--- config.mk ---
export PLATFORM = sky130hd
export DESIGN_NAME = priority_ready_queue_scheduler
export DESIGN_NICKNAME = d
export VERILOG_FILES = /design/src/rtl/prq_pkg.sv /design/src/rtl/prq_store.sv /design/src/rtl/prq_ctrl.sv /design/src/rtl/priority_ready_queue_scheduler.sv
export VERILOG_INCLUDE_DIRS = /design/src /design/src/rtl
export SDC_FILE = /design/constraint.sdc
export NUM_CORES = 1
export LEC_CHECK = 0
export BUFFER_PORTS_ARGS = -buffer_cell sky130_fd_sc_hd__buf_2
export CAP_MARGIN = 5
export CORE_MARGIN = 3
export CORE_UTILIZATION = 45
export DETAILED_ROUTE_END_ITERATION = 8
export GPL_ROUTABILITY_DRIVEN = 0
export MAX_ROUTING_LAYER = met4
export PLACE_DENSITY = 0.68
export SETUP_SLACK_MARGIN = 0.2
export SYNTH_ARGS = -nofsm -noshare
export SYNTH_HDL_FRONTEND = slang
export SYNTH_SLANG_ARGS = --single-unit
--- constraint.sdc ---
create_clock -name clock -period 9.69 [get_ports clock]
set_clock_uncertainty 0.2 [all_clocks]
set_input_delay 1.938 -clock clock [delete_from_list [all_inputs] [get_ports clock]]
set_output_delay 1.938 -clock clock [all_outputs]
set_load 0.005 [all_outputs]
--- src/rtl/priority_ready_queue_scheduler_assert.svh ---
// ----------------------------------------------------------------------------
// Assertion macros for the priority ready queue scheduler
// Clocked on clock, disabled while reset is high; empty when SYNTHESIS is set.
// ----------------------------------------------------------------------------
`ifndef PRIORITY_READY_QUEUE_SCHEDULER_ASSERT_SVH
`define PRIORITY_READY_QUEUE_SCHEDULER_ASSERT_SVH
`ifndef SYNTHESIS
`define PRQ_ASSERT(lbl, prop, msg) \
   lbl: assert property (@(posedge clock) disable iff (reset) (prop)) \
      else $error(msg);
`define PRQ_ASSERT_IMP(lbl, ante, cons, msg) \
   lbl: assert property (@(posedge clock) disable iff (reset) (ante) |-> (cons)) \
      else $error(msg);
`else
`define PRQ_ASSERT(lbl, prop, msg)
`define PRQ_ASSERT_IMP(lbl, ante, cons, msg)
`endif
`endif

--- src/rtl/prq_pkg.sv ---
// ----------------------------------------------------------------------------
// prq_pkg
// Types and codes shared by the priority ready queue scheduler modules.
// ----------------------------------------------------------------------------
package prq_pkg;

   localparam int DEFAULT_MAX_TASKS = 16;
   localparam int ID_W              = 4;
   localparam int ID_COUNT          = 2 ** ID_W;
   localparam int LVL_W             = 2;
   localparam int NUM_LEVELS        = 3;

   localparam logic [1:0] ACT_CREATE  = 2'd0;
   localparam logic [1:0] ACT_TIMEOUT = 2'd1;
   localparam logic [1:0] ACT_RESET   = 2'd2;

   localparam logic [LVL_W-1:0] LVL_INVALID = 2'd3;

   typedef struct packed {
      logic [1:0]       action;
      logic [ID_W-1:0]  task_id;
      logic [LVL_W-1:0] level;
   } req_type;

   typedef struct packed {
      logic            ok;
      logic [ID_W-1:0] running_task;
      logic            switched;
   } rsp_type;

endpackage

--- src/rtl/prq_store.sv ---
// ----------------------------------------------------------------------------
// prq_store
// Ready queue memory: one write port, one read port, registered read data.
// ----------------------------------------------------------------------------
module prq_store #(
   parameter int DEPTH  = 48,
   parameter int ADDR_W = 6,
   parameter int DATA_W = 4
) (
   input  logic              clock,
   input  logic              we,
   input  logic [ADDR_W-1:0] waddr,
   input  logic [DATA_W-1:0] wdata,
   input  logic [ADDR_W-1:0] raddr,
   output logic [DATA_W-1:0] rdata
);

   logic [DATA_W-1:0] mem [DEPTH];
   logic [DATA_W-1:0] rdata_ff;

   always_ff @(posedge clock) begin
      if (we) begin
         mem[waddr] <= wdata;
      end
      rdata_ff <= mem[raddr];
   end

   assign rdata = rdata_ff;

endmodule

--- src/rtl/prq_ctrl.sv ---
// ----------------------------------------------------------------------------
// prq_ctrl
// Scheduler sequencer: queue heads and counts, task flags, running task,
// and the read-modify-write of the ready queue memory.
// ----------------------------------------------------------------------------
`include "priority_ready_queue_scheduler_assert.svh"

module prq_ctrl #(
   parameter int MAX_TASKS = prq_pkg::DEFAULT_MAX_TASKS,
   parameter int ADDR_W    = $clog2(prq_pkg::NUM_LEVELS * MAX_TASKS)
) (
   input  logic                  clock,
   input  logic                  reset,
   input  logic                  start,
   input  prq_pkg::req_type      req_item,
   output logic                  busy,
   output logic                  rsp_valid,
   output prq_pkg::rsp_type      rsp_item,
   output logic                  mem_we,
   output logic [ADDR_W-1:0]     mem_waddr,
   output logic [prq_pkg::ID_W-1:0] mem_wdata,
   output logic [ADDR_W-1:0]     mem_raddr,
   input  logic [prq_pkg::ID_W-1:0] mem_rdata
);

   import prq_pkg::*;

   localparam int NUM_IDS = (MAX_TASKS < ID_COUNT) ? MAX_TASKS : ID_COUNT;
   localparam int IDX_W   = $clog2(NUM_IDS);
   localparam int HEAD_W  = $clog2(MAX_TASKS);
   localparam int COUNT_W = $clog2(MAX_TASKS + 1);
   localparam int SUM_W   = COUNT_W + 1;

   localparam logic [1:0] ST_INIT = 2'd0;
   localparam logic [1:0] ST_IDLE = 2'd1;
   localparam logic [1:0] ST_EXEC = 2'd2;

   logic [1:0]         state_ff, state_in;
   req_type            req_ff, req_in;
   logic [HEAD_W-1:0]  head_s_ff, head_s_in;
   logic [COUNT_W-1:0] count_s_ff, count_s_in;
   logic [HEAD_W-1:0]  head_ff [NUM_LEVELS];
   logic [HEAD_W-1:0]  head_in [NUM_LEVELS];
   logic [COUNT_W-1:0] count_ff [NUM_LEVELS];
   logic [COUNT_W-1:0] count_in [NUM_LEVELS];
   logic [NUM_IDS-1:0] present_ff, present_in;
   logic [ID_W-1:0]    cur_ff, cur_in;
   logic [LVL_W-1:0]   cur_lvl_ff, cur_lvl_in;
   logic               rsp_valid_ff, rsp_valid_in;
   rsp_type            rsp_ff, rsp_in;

   logic [LVL_W-1:0]   sel_lvl;
   logic [HEAD_W-1:0]  head_sel;
   logic [COUNT_W-1:0] count_sel;
   logic [IDX_W-1:0]   id_idx;
   logic               id_ok;
   logic               create_ok;

   function automatic logic [HEAD_W-1:0] wrap_idx(input logic [HEAD_W-1:0] h,
                                                  input logic [COUNT_W-1:0] n);
      logic [SUM_W-1:0] s;
      s = SUM_W'(h) + SUM_W'(n);
      if (s >= SUM_W'(MAX_TASKS)) begin
         s = s - SUM_W'(MAX_TASKS);
      end
      return s[HEAD_W-1:0];
   endfunction

   function automatic logic [ADDR_W-1:0] level_base(input logic [LVL_W-1:0] lv);
      logic [ADDR_W-1:0] b;
      case (lv)
         2'd1:    b = ADDR_W'(MAX_TASKS);
         2'd2:    b = ADDR_W'(2 * MAX_TASKS);
         default: b = '0;
      endcase
      return b;
   endfunction

   // Level looked at by the incoming item; timeout works on the running level.
   always_comb begin
      sel_lvl   = (req_item.action == ACT_TIMEOUT) ? cur_lvl_ff : req_item.level;
      head_sel  = head_ff[0];
      count_sel = count_ff[0];
      for (int l = 1; l < NUM_LEVELS; l++) begin
         if (sel_lvl == LVL_W'(l)) begin
            head_sel  = head_ff[l];
            count_sel = count_ff[l];
         end
      end
      // entry behind the front: next task after a rotate
      mem_raddr = level_base(sel_lvl) + ADDR_W'(wrap_idx(head_sel, COUNT_W'(1)));
   end

   assign id_idx    = req_ff.task_id[IDX_W-1:0];
   assign id_ok     = {1'b0, req_ff.task_id} < (ID_W + 1)'(NUM_IDS);
   assign create_ok = id_ok && (req_ff.level != LVL_INVALID) && !present_ff[id_idx]
                      && (count_s_ff < COUNT_W'(MAX_TASKS));

   always_comb begin
      state_in     = state_ff;
      req_in       = req_ff;
      head_s_in    = head_s_ff;
      count_s_in   = count_s_ff;
      head_in      = head_ff;
      count_in     = count_ff;
      present_in   = present_ff;
      cur_in       = cur_ff;
      cur_lvl_in   = cur_lvl_ff;
      rsp_valid_in = 1'b0;
      rsp_in       = rsp_ff;
      mem_we       = 1'b0;
      mem_waddr    = '0;
      mem_wdata    = '0;

      unique case (state_ff)
         ST_INIT: begin
            // init task 0 at front of level 0
            mem_we   = 1'b1;
            state_in = ST_IDLE;
         end
         ST_IDLE: begin
            if (start) begin
               state_in   = ST_EXEC;
               req_in     = req_item;
               head_s_in  = head_sel;
               count_s_in = count_sel;
            end
         end
         ST_EXEC: begin
            state_in        = ST_IDLE;
            rsp_valid_in    = 1'b1;
            rsp_in.ok       = 1'b0;
            rsp_in.switched = 1'b0;
            unique case (req_ff.action)
               ACT_CREATE: begin
                  if (create_ok) begin
                     present_in[id_idx] = 1'b1;
                     mem_we    = 1'b1;
                     mem_waddr = level_base(req_ff.level)
                                 + ADDR_W'(wrap_idx(head_s_ff, count_s_ff));
                     mem_wdata = req_ff.task_id;
                     for (int l = 0; l < NUM_LEVELS; l++) begin
                        if (req_ff.level == LVL_W'(l)) begin
                           count_in[l] = count_s_ff + COUNT_W'(1);
                        end
                     end
                     // a higher level was empty until now: new item preempts
                     if (req_ff.level > cur_lvl_ff) begin
                        cur_in          = req_ff.task_id;
                        cur_lvl_in      = req_ff.level;
                        rsp_in.switched = 1'b1;
                     end
                     rsp_in.ok = 1'b1;
                  end
               end
               ACT_TIMEOUT: begin
                  // running task is the front of the top level: rotate it
                  for (int l = 0; l < NUM_LEVELS; l++) begin
                     if (cur_lvl_ff == LVL_W'(l)) begin
                        head_in[l] = wrap_idx(head_s_ff, COUNT_W'(1));
                     end
                  end
                  mem_we    = 1'b1;
                  mem_waddr = level_base(cur_lvl_ff)
                              + ADDR_W'(wrap_idx(head_s_ff, count_s_ff));
                  mem_wdata = cur_ff;
                  if (count_s_ff > COUNT_W'(1)) begin
                     cur_in          = mem_rdata;
                     rsp_in.switched = (mem_rdata != cur_ff);
                  end
                  rsp_in.ok = 1'b1;
               end
               ACT_RESET: begin
                  for (int l = 0; l < NUM_LEVELS; l++) begin
                     head_in[l]  = '0;
                     count_in[l] = '0;
                  end
                  count_in[0]     = COUNT_W'(1);
                  present_in      = NUM_IDS'(1);
                  cur_in          = '0;
                  cur_lvl_in      = '0;
                  mem_we          = 1'b1;
                  rsp_in.switched = (cur_ff != '0);
                  rsp_in.ok       = 1'b1;
               end
               default: begin
               end
            endcase
            rsp_in.running_task = cur_in;
         end
         default: begin
            state_in = ST_INIT;
         end
      endcase
   end

   always_ff @(posedge clock) begin
      if (reset) begin
         state_ff     <= ST_INIT;
         for (int l = 0; l < NUM_LEVELS; l++) begin
            head_ff[l]  <= '0;
            count_ff[l] <= (l == 0) ? COUNT_W'(1) : '0;
         end
         present_ff   <= NUM_IDS'(1);
         cur_ff       <= '0;
         cur_lvl_ff   <= '0;
         rsp_valid_ff <= 1'b0;
      end else begin
         state_ff     <= state_in;
         head_ff      <= head_in;
         count_ff     <= count_in;
         present_ff   <= present_in;
         cur_ff       <= cur_in;
         cur_lvl_ff   <= cur_lvl_in;
         rsp_valid_ff <= rsp_valid_in;
      end
   end

   always_ff @(posedge clock) begin
      req_ff     <= req_in;
      head_s_ff  <= head_s_in;
      count_s_ff <= count_s_in;
      rsp_ff     <= rsp_in;
   end

   assign busy      = (state_ff != ST_IDLE);
   assign rsp_valid = rsp_valid_ff;
   assign rsp_item  = rsp_ff;

   `PRQ_ASSERT(a_lvl0_nonempty, count_ff[0] != '0, "level 0 queue lost the init task")
   `PRQ_ASSERT(a_cur_present, present_ff[cur_ff[IDX_W-1:0]], "running task not present")
   `PRQ_ASSERT_IMP(a_rsp_after_exec, rsp_valid_ff, $past(state_ff == ST_EXEC), "stray rsp")
   `PRQ_ASSERT_IMP(a_reject_no_switch, rsp_valid_ff && !rsp_ff.ok, !rsp_ff.switched, "reject switched")

endmodule

--- src/rtl/priority_ready_queue_scheduler.sv ---
// ----------------------------------------------------------------------------
// priority_ready_queue_scheduler
// Three-level preemptive fixed-priority scheduler with FIFO ready queues.
// ----------------------------------------------------------------------------
//   channel  ports                      direction  handshake
//   request  start, busy, req_item      in         start & !busy
//   response rsp_valid, rsp_item        out        rsp_valid, one cycle
//
// For each item, the accept cycle reads the level's head and count and
// launches the queue memory read of the entry behind the front; the next
// cycle updates state and writes the memory. The registered response
// strobe follows in the cycle after that, while a new item may already be
// accepted. After reset, busy stays high while the init task is written.
// The receiver cannot stall; every response is shown exactly once.
// ----------------------------------------------------------------------------
module priority_ready_queue_scheduler #(
   parameter int MAX_TASKS = prq_pkg::DEFAULT_MAX_TASKS
) (
   input  logic             clock,
   input  logic             reset,
   input  logic             start,
   input  prq_pkg::req_type req_item,
   output logic             busy,
   output logic             rsp_valid,
   output prq_pkg::rsp_type rsp_item
);

   import prq_pkg::*;

   localparam int DEPTH  = NUM_LEVELS * MAX_TASKS;
   localparam int ADDR_W = $clog2(DEPTH);

   logic              mem_we;
   logic [ADDR_W-1:0] mem_waddr;
   logic [ID_W-1:0]   mem_wdata;
   logic [ADDR_W-1:0] mem_raddr;
   logic [ID_W-1:0]   mem_rdata;

   prq_ctrl #(
      .MAX_TASKS (MAX_TASKS),
      .ADDR_W    (ADDR_W)
   ) u_ctrl (
      .clock     (clock),
      .reset     (reset),
      .start     (start),
      .req_item  (req_item),
      .busy      (busy),
      .rsp_valid (rsp_valid),
      .rsp_item  (rsp_item),
      .mem_we    (mem_we),
      .mem_waddr (mem_waddr),
      .mem_wdata (mem_wdata),
      .mem_raddr (mem_raddr),
      .mem_rdata (mem_rdata)
   );

   prq_store #(
      .DEPTH  (DEPTH),
      .ADDR_W (ADDR_W),
      .DATA_W (ID_W)
   ) u_store (
      .clock (clock),
      .we    (mem_we),
      .waddr (mem_waddr),
      .wdata (mem_wdata),
      .raddr (mem_raddr),
      .rdata (mem_rdata)
   );

endmodule

### Word-level counts from Yosys, hierarchy flattened

Memory sizes are Yosys's and may differ from the RTL's. A register that Yosys moved wholly into a read port is not among the register bits.
Cells that the tools add are included.
Widths: inputs -> output; s select.

* add/subtract/negate cells: 10
* multiply operators: 0
* div/mod/pow operators: 0
* $lt $le $gt $ge: 8
* equality and inequality tests: 23
* shifts and indexed selects: 0
* muxes and demuxes: 61
* bitwise logic cells: 1
* reduce and logical (&&, ||, !) cells: 22

Operators with widths (number)
* $mux 4: 18
* $pmux 6 s2: 4
* $mux 6: 7
* $pmux 16 s2: 1
* $pmux 15 s2: 1
* $mux 5: 5
* $pmux 12 s2: 1
* $add 6x4->6: 3
* $ne 2x1->1 const B: 9
* $mux 16: 1
* $or 16x16->16: 1
* $reduce_and 4->1: 4
* $mux 15: 1
* $eq 2x1->1 const B: 6
* $pmux 4 s3: 1
* $reduce_and 3->1: 4
* $sub 4x1->4 const B: 3
* $add 4x1->5 const B: 2
* $eq 2x2->1 const B: 5
* $ge 5x5->1 const B: 2
* $mux 1: 9
* $logic_not 2->1: 4
* $mux 2: 4
* $pmux 2 s2: 2
* 21 further kinds: 27

* register bits: 75
* bits in latches: 0
* bits in writable memories: 192
* bits in read-only memories: 0
* output and inout port bits: 8
* memories: 1

Memories
* u_store.mem: depth 48, width 4, read ports 1, clocked after memory_dff 1, write ports 1, RTL line prq_store.sv:18 `logic [DATA_W-1:0] mem [DEPTH];`

### Longest topological paths before layout

Gate-level depths: netlist of the first run.

* word-level depth: 12
* depth in mapped cells: 15
* gate-level depth less buffers: 11

### Hierarchy

From an unflattened synthesis of the first run, not the netlist that was laid out.

* cells, all modules: 880
* area, all modules: 12046.6 µm²

By module, submodules not included
* prq_store: times used 1, cells each 437, area each 7897.6 µm², sequential area each 5845.6 µm²
* prq_ctrl: times used 1, cells each 443, area each 4149.0 µm², sequential area each 1731.7 µm²

### Least setup slack after synthesis of the first run

OpenSTA, ideal clock, no wires.

* kind: in2reg
* start: input port req_item[7] in the netlist's numbering
* end: register u_store.rdata_ff[1], in the netlist u_store.rdata[1] (read register of u_store.mem)
* setup time: 138 ps
* arrival: 5864 ps
* setup slack: 3487 ps
* cell stages on the path: 14
* path buffers: 5
* cells stage by stage: nand2b_4 a31o_2 a222oi_1 clkbuf_1 buf_2 ha_1 clkbuf_1 buf_1 buf_1 mux2_2 a211oi_1 nor3b_1 o41ai_1 o211ai_1

* cells in the longest elaborated chain, start to end: 9
* elaborated cells between the ends (all ways): 12
* classes of those cells: add/sub: 3; order compare: 1; eq/ne: 3; mux: 5

Ends and longest elaborated chain
* from (decl): RTL line priority_ready_queue_scheduler.sv:22 `input prq_pkg::req_type req_item,`
* $eq 2x1->1 *: RTL line prq_ctrl.sv:81 `sel_lvl = (req_item.action == ACT_TIMEOUT) ? cur_lvl_ff : req_item.level;`
* $mux 2 *: RTL line prq_ctrl.sv:81
* $eq 2x1->1: RTL line prq_ctrl.sv:85 `if (sel_lvl == LVL_W'(l)) begin`
* $mux 4: RTL line prq_ctrl.sv:85
* $mux 4 *: RTL line prq_ctrl.sv:85
* via u_ctrl.head_sel[0]: RTL line prq_ctrl.sv:53 `logic [HEAD_W-1:0] head_sel;`
* $add 4x1->5 *: RTL line prq_ctrl.sv:62 `s = SUM_W'(h) + SUM_W'(n);`
* $sub 4x1->4 or $ge 5x5->1 (tied branches): RTL line prq_ctrl.sv:64, prq_ctrl.sv:63
* $mux 4 *: RTL line prq_ctrl.sv:63 `if (s >= SUM_W'(MAX_TASKS)) begin`
* $add 6x4->6 *: RTL line prq_ctrl.sv:91 `mem_raddr = level_base(sel_lvl) + ADDR_W'(wrap_idx(head_sel, COUNT_W'(1)));`
* to (decl): RTL line prq_store.sv:19 `logic [DATA_W-1:0] rdata_ff;`

The timed path passes the listed nets; every way through them passes the cells marked *.
A chain may end at the register's enable or synchronous reset.

### Worst setup path after layout of the first run

* start: input port req_item[7] in the netlist's numbering
* end: register u_store.rdata_ff[0], in the netlist u_store.rdata[0] (read register of u_store.mem)

* cells in the longest elaborated chain, start to end: 9
* elaborated cells between the ends (all ways): 12
* classes of those cells: add/sub: 3; order compare: 1; eq/ne: 3; mux: 5

Ends and longest elaborated chain (RTL line)
* $eq 2x1->1 *: prq_ctrl.sv:81
* $mux 2 *: prq_ctrl.sv:81
* $eq 2x1->1: prq_ctrl.sv:71, prq_ctrl.sv:85
* $mux 4 (2 in a row): prq_ctrl.sv:85
* $add 4x1->5: prq_ctrl.sv:62
* $sub 4x1->4 or $ge 5x5->1 (tied branches): prq_ctrl.sv:64, prq_ctrl.sv:63
* $mux 4: prq_ctrl.sv:63
* $add 6x4->6 *: prq_ctrl.sv:91

Every way passes the cells marked *; elsewhere a longest branch is shown, timed or not.

==> results of run 1 <==
worst max-delay path, delay by kind of cell:
family / cells / cell delay (ns)
compound gates: 2 / 0.76
fa+ha+maj: 1 / 0.93
buf+inv: 2 / 0.78
mux: 1 / 0.62
simple gates: 5 / 0.91
power by group through the flow:
stage / registers [uW] / logic [uW] / clock network, uW
finish: 1260 / 143 / 1080
global route: 1260 / 157 / 1150
CTS: 1260 / 144 / 1100
detailed placement: 1290 / 144 / 0
global placement: 1290 / 142 / 0
floorplan: 1280 / 109 / 0
path summary, 6_finish.rpt:
check                                          from                               to  slack [ns]  depth (start not counted)
hold / removal      u_ctrl.count_ff[1]$_SDFFE_PP0P_  u_ctrl.count_ff[1]$_SDFFE_PP0P_        0.26                          2
setup / recovery                        req_item[7]         u_store.rdata[0]$_DFF_P_        3.90                         11
setup reg to reg  u_ctrl.cur_lvl_ff[1]$_SDFFE_PP0P_         u_store.rdata[0]$_DFF_P_        5.06                         10
hold reg to reg     u_ctrl.count_ff[1]$_SDFFE_PP0P_  u_ctrl.count_ff[1]$_SDFFE_PP0P_        0.26                          2
synth_stat cells (12+ instances only):
master                     count  area (um2)
sky130_fd_sc_hd__a21oi_1      31       155.2
sky130_fd_sc_hd__clkbuf_1     26       97.59
sky130_fd_sc_hd__dfxtp_1      56        1121
sky130_fd_sc_hd__edfxtp_1    215        6456
sky130_fd_sc_hd__ha_1         13       162.7
sky130_fd_sc_hd__inv_1        22       82.58
sky130_fd_sc_hd__mux2i_1      29       290.3
sky130_fd_sc_hd__mux4_2       45        1013
sky130_fd_sc_hd__nand2_1      49       183.9
sky130_fd_sc_hd__nand3_1      15       75.07
sky130_fd_sc_hd__nor2_1      113       424.2
sky130_fd_sc_hd__nor2b_1      12       75.07
sky130_fd_sc_hd__o21ai_0      25       125.1
through the flow:
step	std cells	setup slack, ns	util [%]	hold WS [ns]
floorplan	812	3.487	-	0.2133
global placement	1128	3.362	48.39	0.2308
detailed placement	1128	3.298	48.39	0.2482
CTS	1180	3.864	52.22	0.2576
global route	1180	3.564	52.22	0.2753
finish	1180	3.899	52.22	0.2607
flip-flops by register name (all words and copies together) (netlist names):
| register | cells |
|---|---|
| u_ctrl.count_ff | 15 |
| u_ctrl.count_s_ff | 5 |
| u_ctrl.cur_ff | 4 |
| u_ctrl.cur_lvl_ff | 2 |
| u_ctrl.head_ff | 12 |
| u_ctrl.head_s_ff | 4 |
| u_ctrl.id_idx | 4 |
| u_ctrl.present_ff | 16 |
| u_ctrl.req_ff | 4 |
| u_ctrl.rsp_item | 6 |
| u_ctrl.rsp_valid | 1 |
| u_ctrl.state_ff | 2 |
| u_store.mem | 192 |
| u_store.rdata | 4 |
per-layer routing:
metal  routed length (um)  GRT usage [%]  share of wire (%)  up-vias
li1                     -              -                  -     3127
met1                10380          25.65                 43     3351
met2                11430          27.71                 48      233
met3                 1572          2.928                6.5       43
met4                  657          4.702                2.7        0
met5                    0              -                  0        -
final cells by class:
type | instances | area share [%]
tap | 324 | 3.137
clock inverter | 19 | 1.753
sequential | 271 | 58.64
inverter | 23 | 0.6681
timing repair buffer | 28 | 1.278
clock buffer | 33 | 5.567
multi-input combinational | 482 | 28.96
kinds of logic (layout without fill, tap and decap cells):
kind of cell / count (synthesis) / after routing / synth area share (%)
DFF: 271 / 271 / 65.69
and+or+nand+nor: 252 / 252 / 10.30
AOI/OAI and AO/OA: 114 / 114 / 6.476
muxes: 83 / 83 / 12.21
buffers and inverters: 59 / 103 / 2.061
xor gates and xnor gates: 19 / 19 / 1.671
adders and majority gates: 14 / 14 / 1.584
==> results.yml, run 1 <==
logic_synthesis:
  sequential_cell_area_fraction_in_the_yosys_report_pct: 65.69
  post_synth.cell_area_avg_um2: 14.21
  ys_async_sr_fraction_pct: 0
  synth.distinct_cells: 63
  post_synth_instance_area_mm2: 0.01153
  dominantRegCellSynth: "sky130_fd_sc_hd__edfxtp_1"
  synthesis_warnings: 0
  ys_seq_elements: 271
  syn-instance-count: 812
  synth-edff-count: 215
  syn_nets: 837
pwr:
  clk_network_pwr_share_pct: 43.5
  p_switching_uw: 536.0
  pwr_total_uw: 2487
  power_density_mw_per_mm2: 192.4
  max-vdd-ir-drop_mv: 0.1526
  power_report.internal_total_uw: 1951
  swShare_pct: 21.56
  comb_power_share_pct: 5.8
  power.share.sequential_pct: 50.7
  p_leak_uw: 0.004274
sta:
  grt_setup_unrepaired: "false"
  tightest_slew_ns: 1.043
  setup_total_negative_slack_ns: 0
  final_hold_viol_count: 0
  finalCritPeriodShare_pct: 59.77
  final_period_minus_worst_setup_slack_ns: 5.791
  setup_violations: 0
  max_slew_margin_pct: 30.48
  achievable-frequency_mhz: 172.7
  report.final.slew_viol_count: 0
finish:
  multi_input_area_mm2: 0.003742
  fill_cells: 2025
  sequential_cell_area_mm2: 0.007577
  drive_gt1_share_pct: 16.36
  num-nets-final: 859
  postLayoutCellArea_mm2: 0.01292
  layout_common_cells: "215 x sky130_fd_sc_hd__edfxtp_1, 109 x sky130_fd_sc_hd__nor2_1, 56 x sky130_fd_sc_hd__dfxtp_1"
  mostFrequentLayoutCell: "sky130_fd_sc_hd__edfxtp_1"
  syn2layout_area_growth_pct: 12.03
  antenna_cells: 0
clocking:
  cts_root_buffer: "sky130_fd_sc_hd__clkbuf_16"
  max-clock-path-buffers: 3
  clock_insertion_delay_worst_skew_ns: 0.56
  cts_tree: "done"
  cts.sinks: 271
  clock_tree.htree_level_count: 1
  cts_resized: 0
  clk_pin_slew_ns: 0.06
  holdBufCountCts: 0
  post_cts_setup_repair_bufs: 0
  cts-buffers-inserted: 28
grt:
  grt_pass1_vias: 6660
  grt_start_max_net_pins: 61
  grt_antenna_before_repair: 0
  overflow: 0
  grt_pass1_wl_mm: 38.80
  aggregate_global_route_resource_usage_pct: 18.11
critical_path:
  max_stage_delay_ns: 0.93
  cp.required_ns: 9.92
  crit_arrival_ns: 6.02
  critical_path_fanout_max: 60
  cp_slowest_cell: "sky130_fd_sc_hd__ha_4"
  end_kind: "register"
  path_cells: "buf_2, nand2b_4, a31o_2, a222oi_1, buf_4, ha_4, mux4_2, nand2_1, nand3_2, and3_1, or3_1"
  critical_path.startpoint_type: "input pin"
  timing.setup.critical_path_class: "input pin to register"
floorplan:
  ios: 19
  fp-row-count: 57
  starting_density_pct: 46.61
  die-area_mm2: 0.02759
  core_mm2: 0.02475
  fp.dieW_um: 166.1
  die_y_um: 166.1
detailed_routing:
  vias_per_cell: 5.724
  drt.antenna.violating_nets: 0
  via_total_after_detailed_routing: 6754
  drt-total-wl_mm: 24.04
  remaining_drc_errors: 0
  drt_pass1_iterations: 7
  detailedRoute.firstIterationViolations: 876
  route.detailed.wl_per_inst_um: 20.37
status:
  outcome: "finished clean"
placement:
  placed_instance_area_mm2: 0.01198
  detailedPlacementHpwl_mm: 15.46
  placement.io_buffers: 18
hold_path:
  hold_path_class: "register to register"
job:
  maxcap_violations: 0
Note: power is estimated with default switching activity, not from simulation.
==> inputs of run 2 (changes only) <==
- ABC_AREA: not set -> 1
- PLACE_DENSITY: 0.68 -> 0.7
- clock period: 9.69 -> 4.9 ns (I/O delays scaled with it)
==> run 2 against run 1 <==
Against the previous run: total power is 100% higher; non-clock buffer count is 3 higher; cell count is 53% higher; count of clock-buffer cells in the layout is 12 higher; combinational power rose to 3.5 times the previous value; routed wire length up 29%; worst setup slack worse by 2.4 ns; die area up 11%; critical endpoint is now u_store.rdata[2]$_DFF_P_; largest cell class unchanged.
==> results.yml, run 2 <==
sta:
  final_hold_viol_count: 0
  grt_setup_unrepaired: "false"
  tightest_slew_ns: 0.9662
  setup_total_negative_slack_ns: 0
  finalCritPeriodShare_pct: 70.13
  max_slew_margin_pct: 35.44
  achievable-frequency_mhz: 291.0
  final_period_minus_worst_setup_slack_ns: 3.436
  report.final.slew_viol_count: 0
  setup_violations: 0
clocking:
  cts.sinks: 271
  cts_tree: "done"
  clock_tree.htree_level_count: 1
  clk_pin_slew_ns: 0.06
  post_cts_setup_repair_bufs: 0
  clock_insertion_delay_worst_skew_ns: 0.55
  cts_root_buffer: "sky130_fd_sc_hd__clkbuf_16"
  max-clock-path-buffers: 3
  cts-buffers-inserted: 29
  holdBufCountCts: 0
  cts_resized: 0
critical_path:
  critical_path_fanout_max: 25
  rrSetupSlack_ns: 1.63
  end_kind: "register"
  length_in_cells_of_the_worst_reg_to_reg_path: 18
  cp.required_ns: 5.14
  timing.setup.critical_path_class: "input pin to register"
  r2r_end: "u_store.rdata[2]$_DFF_P_"
  crit_arrival_ns: 3.67
  rr_startpoint: "u_ctrl.cur_lvl_ff[0]$_SDFFE_PP0P_"
  critical_path.startpoint_type: "input pin"
logic_synthesis:
  sequential_cell_area_fraction_in_the_yosys_report_pct: 58.93
  yosys.area_share.simple_pct: 25.64
  synth.distinct_cells: 42
  dominantRegCellSynth: "sky130_fd_sc_hd__edfxtp_1"
  yosys.area.top_type: "sky130_fd_sc_hd__edfxtp_1"
  synth_area_leaders: "sky130_fd_sc_hd__edfxtp_1 50%, sky130_fd_sc_hd__nand3_1 9.0%, sky130_fd_sc_hd__dfxtp_1 8.7%"
  post_synth_instance_area_mm2: 0.01286
  main_combinational_cell_family_by_area_after_synthesis: "simple AND/OR/NAND/NOR gates"
  post_synth.cell_area_avg_um2: 9.210
  synthAdderAreaFrac_pct: 1.421
  syn_nets: 1421
  netlist.area_leader.share_pct: 50.21
  ys_seq_elements: 271
  synth-xor-area-share_pct: 0.5450
  share_of_the_synthesized_area_in_compound_gates_ao_oa_aoi_oai_pct: 4.408
  ys_async_sr_fraction_pct: 0
  yosys-top-cells-count: "278 x sky130_fd_sc_hd__nand2_1, 232 x sky130_fd_sc_hd__nand3_1, 230 x sky130_fd_sc_hd__inv_1"
  synth_mux_area_share_pct: 0
  syn-instance-count: 1396
  synthesis_warnings: 0
  yosys.cell_count.top_type: "sky130_fd_sc_hd__nand2_1"
  synth-edff-count: 215
pwr:
  power_density_mw_per_mm2: 357.6
  max-vdd-ir-drop_mv: 0.2312
  swShare_pct: 24.41
  power_report.internal_total_uw: 3848
  clk_network_pwr_share_pct: 40.9
  p_leak_uw: 0.006001
  power.share.sequential_pct: 49.3
  comb_power_share_pct: 9.8
  p_switching_uw: 1243
detailed_routing:
  drt.antenna.violating_nets: 0
  route.detailed.wl_per_inst_um: 17.14
  drt-total-wl_mm: 30.98
  drt_pass1_iterations: 5
  remaining_drc_errors: 0
  detailedRoute.firstIterationViolations: 1023
  via_total_after_detailed_routing: 9642
  vias_per_cell: 5.336
hold_path:
  hold_path_class: "register to register"
  hold-path-cell-count: 2
  worst_hold_startpoint: "u_ctrl.present_ff[0]$_SDFFE_PP1P_"
  hold_path_end: "u_ctrl.present_ff[0]$_SDFFE_PP1P_"
status:
  outcome: "finished clean"
finish:
  num-nets-final: 1431
  reg.largest.list: "u_store.mem x192, u_ctrl.present_ff x16, u_ctrl.count_ff x15"
  syn2layout_area_growth_pct: 10.71
  mostFrequentLayoutCell: "sky130_fd_sc_hd__nand2_1"
  drive_gt1_share_pct: 9.167
  antenna_cells: 0
  largest_register_ff_count: 192
  layout_common_cells: "277 x sky130_fd_sc_hd__nand2_1, 232 x sky130_fd_sc_hd__nand3_1, 230 x sky130_fd_sc_hd__inv_1"
  postLayoutCellArea_mm2: 0.01423
  max_flop_register: "u_store.mem"
placement:
  placement.io_buffers: 18
  placed_instance_area_mm2: 0.01333
  detailedPlacementHpwl_mm: 20.39
floorplan:
  starting_density_pct: 46.03
  core_mm2: 0.02793
  ios: 19
  die_y_um: 175.0
  fp-row-count: 61
  fp.dieW_um: 175.0
  die-area_mm2: 0.03064
grt:
  grt_start_max_net_pins: 57
  grt_pass1_wl_mm: 49.56
  overflow: 0
  grt_pass1_vias: 9126
  aggregate_global_route_resource_usage_pct: 20.80
  grt_antenna_before_repair: 0
job:
  maxcap_violations: 0
==> run 2: per-stage QoR <==
stage	util (%)	hold WS [ns]	std cells	total power, uW	setup WS, ns
after global placement	47.71	0.2258	1753	3048	1.093
after CTS	50.94	0.2457	1807	5108	1.518
after global routing	50.96	0.2721	1807	5260	1.126
final	50.96	0.2479	1807	5090	1.464
after detailed placement	47.71	0.2325	1753	3048	0.9742
after floorplan	-	0.2159	1396	2895	1.405
==> run 2: worst max-delay path by stage <==
| stage | slack (ns) | depth (start not counted) | startpoint | to |
|---|---|---|---|---|
| floorplan | 1.41 | 19 | req_item[7] | u_store.rdata[0]$_DFF_P_ |
| global placement | 1.09 | 20 | req_item[7] | u_store.rdata[0]$_DFF_P_ |
| detailed placement | 0.97 | 20 | req_item[7] | u_store.rdata[2]$_DFF_P_ |
| CTS | 1.52 | 20 | req_item[7] | u_store.rdata[2]$_DFF_P_ |
| global route | 1.13 | 20 | req_item[7] | u_store.rdata[0]$_DFF_P_ |
| finish | 1.46 | 20 | req_item[7] | u_store.rdata[2]$_DFF_P_ |
==> run 2: cells by family after synthesis <==
logic type | count (synthesis)
adder cells (fa/ha/maj) | 14
AND/OR/NAND/NOR | 710
flip-flops | 271
buffers and inverters | 294
AO/OA/AOI/OAI | 99
XOR/XNOR | 8
==> run 2: area by class of cell <==
type / count / area (um2)
clock buffer: 45 / 805.8
sequential: 271 / 7577
multi-input combinational: 831 / 4175
inverter: 242 / 908.4
clock inverter: 9 / 95.09
fill: 2535 / 13700
timing repair buffer: 31 / 200.2
tap: 378 / 473.0
==> run 2: power by group through the flow <==
stage | Sequential, uW | Combinational, uW | Clock, uW
after floorplan | 2550 | 350 | 0
after global placement | 2560 | 489 | 0
after detailed placement | 2560 | 489 | 0
after CTS | 2510 | 490 | 2110
after global routing | 2510 | 547 | 2200
final | 2510 | 499 | 2080
==> run 2: critical path, stage by stage <==
cell and delay, ns:
sky130_fd_sc_hd__buf_2 0.11, sky130_fd_sc_hd__inv_2 0.07, sky130_fd_sc_hd__nand2_1 0.10, sky130_fd_sc_hd__nand2_1 0.08, sky130_fd_sc_hd__nand2_2 0.10, sky130_fd_sc_hd__nor2_2 0.35
sky130_fd_sc_hd__nand2_1 0.10, sky130_fd_sc_hd__nand2_1 0.10, sky130_fd_sc_hd__inv_1 0.06, sky130_fd_sc_hd__nand2_1 0.09, sky130_fd_sc_hd__ha_1 0.17, sky130_fd_sc_hd__inv_1 0.04
sky130_fd_sc_hd__nand2_1 0.06, sky130_fd_sc_hd__nand2_2 0.32, sky130_fd_sc_hd__inv_2 0.47, sky130_fd_sc_hd__nand3_1 0.16, sky130_fd_sc_hd__nand3_1 0.10, sky130_fd_sc_hd__nand2_1 0.06
sky130_fd_sc_hd__nand2_1 0.06, sky130_fd_sc_hd__nand3_1 0.07
==> run 2: layer usage <==
metal / track usage (%) / part of all wire (%)
met4: 6.084 / 2.5
met1: 27.86 / 43
met3: 3.216 / 7.6
met5: - / 0
met2: 33.07 / 47
==> inputs of run 3 (changes only) <==
- clock period: 4.9 -> 3.1 ns (I/O delays scaled with it)
==> run 3 against run 2 <==
Against the previous run: hold slack worse by 0.19 ns; worst setup slack worse by 1.3 ns; via count is 2.1% higher; largest cell class unchanged; largest power group unchanged; cell count is 2.8% higher; sequential share of layout area is 4.6 points lower.
==> results.yml, run 3 (synthesized netlist as in run 2, its figures left out) <==
detailed_routing:
  detailroute.wirelength.met2_mm: 14.88
  drt-total-wl_mm: 31.41
  drt.antenna.violating_nets: 0
  dr.max_layer_used: "met4"
  vias_per_cell: 5.297
  wl_met3_mm: 2.116
  via_total_after_detailed_routing: 9841
  drt_pass1_iterations: 5
  detailedRoute.firstIterationViolations: 1018
  routed_metal_1_wire_length_mm: 13.32
  remaining_drc_errors: 0
  route.detailed.wl_per_inst_um: 16.90
floorplan:
  die-area_mm2: 0.03064
  die_y_um: 175.0
  fp-row-count: 61
  core_mm2: 0.02793
  starting_density_pct: 46.03
  fp.dieW_um: 175.0
  ios: 19
sta:
  achievable-frequency_mhz: 341.5
  tightest_slew_ns: 0.4796
  setup_violations: 0
  finalCritPeriodShare_pct: 94.46
  report.final.slew_viol_count: 0
  setup_total_negative_slack_ns: 0
  final_period_minus_worst_setup_slack_ns: 2.928
  final_hold_viol_count: 0
  max_slew_margin_pct: 67.69
  grt_setup_unrepaired: "true"
grt:
  grt_pass1_vias: 9212
  grt_antenna_before_repair: 0
  grt_pass1_wl_mm: 47.87
  aggregate_global_route_resource_usage_pct: 20.26
  grt_start_max_net_pins: 65
  overflow: 0
critical_path:
  crit_family: "simple AND/OR/NAND/NOR gates"
  end_kind: "register"
  cp.buffers_inverters: 3
  max_stage_delay_ns: 0.47
  crit_arrival_ns: 2.99
  cp_slowest_cell: "sky130_fd_sc_hd__edfxtp_1"
  crit_path_frequent_cell: "sky130_fd_sc_hd__nor2_4"
  timing.setup.critical_path_class: "register to register"
  critical_path.startpoint_type: "register"
  critical_path_fanout_max: 7
  cp.required_ns: 3.16
  path_cells: "buf_6, nor2_4, inv_2, o22ai_1, o21ai_2, nand3_2, nor2_4, nand2_2, nand2_4, nand2_2, nand3_4, buf_4, nor2_4"
pwr:
  p_leak_uw: 0.006501
  power_density_mw_per_mm2: 535.4
  power.share.sequential_pct: 47.5
  p_switching_uw: 2020
  power_report.internal_total_uw: 6327
  swShare_pct: 24.20
  clk_network_pwr_share_pct: 42.1
  comb_power_share_pct: 10.4
  pwr_total_uw: 8348
  max-vdd-ir-drop_mv: 0.3723
placement:
  detailedPlacementHpwl_mm: 20.22
  placement.io_buffers: 18
  placed_instance_area_mm2: 0.01366
  placed_cells: 1779
finish:
  max_flop_register: "u_store.mem"
  mostFrequentLayoutCell: "sky130_fd_sc_hd__nand2_1"
  drive_gt1_share_pct: 17.64
  layout_common_cells: "270 x sky130_fd_sc_hd__nand2_1, 230 x sky130_fd_sc_hd__inv_1, 228 x sky130_fd_sc_hd__nand3_1"
  fill_cells: 2374
  postLayoutCellArea_mm2: 0.01559
  sequential_cell_area_mm2: 0.007580
  antenna_cells: 0
  syn2layout_area_growth_pct: 21.27
  reg.largest.list: "u_store.mem x192, u_ctrl.present_ff x16, u_ctrl.count_ff x15"
  largest_register_ff_count: 192
  multi_input_area_mm2: 0.004753
  num-nets-final: 1483
  stdcell_count: 1858
clocking:
  clock_tree.htree_level_count: 1
  cts_tree: "done"
  holdBufCountCts: 0
  cts-buffers-inserted: 28
  clk_pin_slew_ns: 0.06
  cts.sinks: 271
  clock_insertion_delay_worst_skew_ns: 0.56
  cts_root_buffer: "sky130_fd_sc_hd__clkbuf_16"
  max-clock-path-buffers: 3
hold_path:
  hold_path_class: "input pin to register"
job:
  maxcap_violations: 0
status:
  outcome: "finished clean"
==> run 3: cell count changes in the layout (fill, tap and decap cells not counted), sizes merged <==
cell      before  now
buf           31   84
bufinv         2    4
clkbuf        45   33
clkinv         7   15
clkinvlp       0    1
inv          242  241
==> run 3: worst paths after layout <==
check / depth (start not counted) / slack (ns) / endpoint / from
max: 13 / 0.17 / u_store.mem[2][0]$_DFFE_PP_ / u_ctrl.id_idx[0]$_DFFE_PP_
min: 1 / 0.06 / u_ctrl.id_idx[3]$_DFFE_PP_ / req_item[5]
max reg2reg: 13 / 0.17 / u_store.mem[2][0]$_DFFE_PP_ / u_ctrl.id_idx[0]$_DFFE_PP_
min reg2reg: 2 / 0.25 / u_ctrl.present_ff[0]$_SDFFE_PP1P_ / u_ctrl.present_ff[0]$_SDFFE_PP1P_
==> run 3: power by group through the flow <==
stage | sequential [uW] | clock [uW] | combinational [uW]
6_report | 3960 | 3520 | 869
5_1_grt | 3960 | 3720 | 946
2_1_floorplan | 4020 | 0 | 558
3_5_place_dp | 4040 | 0 | 801
3_3_place_gp | 4040 | 0 | 792
4_1_cts | 3960 | 3560 | 806
==> run 3: worst register-to-register path: stages (launching register included) <==
cell,delay (ns)
sky130_fd_sc_hd__edfxtp_1,0.47
sky130_fd_sc_hd__buf_6,0.18
sky130_fd_sc_hd__nor2_4,0.16
sky130_fd_sc_hd__inv_2,0.07
sky130_fd_sc_hd__o22ai_1,0.23
sky130_fd_sc_hd__o21ai_2,0.13
sky130_fd_sc_hd__nand3_2,0.09
sky130_fd_sc_hd__nor2_4,0.05
sky130_fd_sc_hd__nand2_2,0.09
sky130_fd_sc_hd__nand2_4,0.11
sky130_fd_sc_hd__nand2_2,0.22
sky130_fd_sc_hd__nand3_4,0.26
sky130_fd_sc_hd__buf_4,0.24
sky130_fd_sc_hd__nor2_4,0.15
==> run 3: cell type report <==
class | instances | area share (%)
inverters | 242 | 5.858
clock buffers | 33 | 4.943
repair buffers | 84 | 5.633
multi-input cells | 831 | 30.48
flip-flops and latches | 271 | 48.61
clock inverters | 19 | 1.436
well taps | 378 | 3.033
==> run 3: repair_timing <==
action                                  4_1_cts  5_1_grt
gates cloned                                  0        0
endpoints found under the setup margin      152      237
pin swaps                                     0       25
gates resized for setup                      26      124
buffers inserted                              0       27
==> run 3: per-stage QoR <==
step / utilization [%] / worst slack (ns) / hold WS, ns
final: 55.82 / 0.1717 / 0.05992
after floorplan: - / 0.2029 / 0.2159
after global routing: 55.82 / 0.02924 / 0.04392
after detailed placement: 48.90 / 0.01607 / 0.2419
after CTS: 52.70 / 0.1038 / 0.03909
after global placement: 48.90 / 0.03666 / 0.2383
==> run 3: per-layer routing <==
layer	vias up	global-route usage, %
met5	-	-
met4	0	7.380
met3	76	2.781
met2	364	31.98
met1	4675	26.94
li1	4726	-
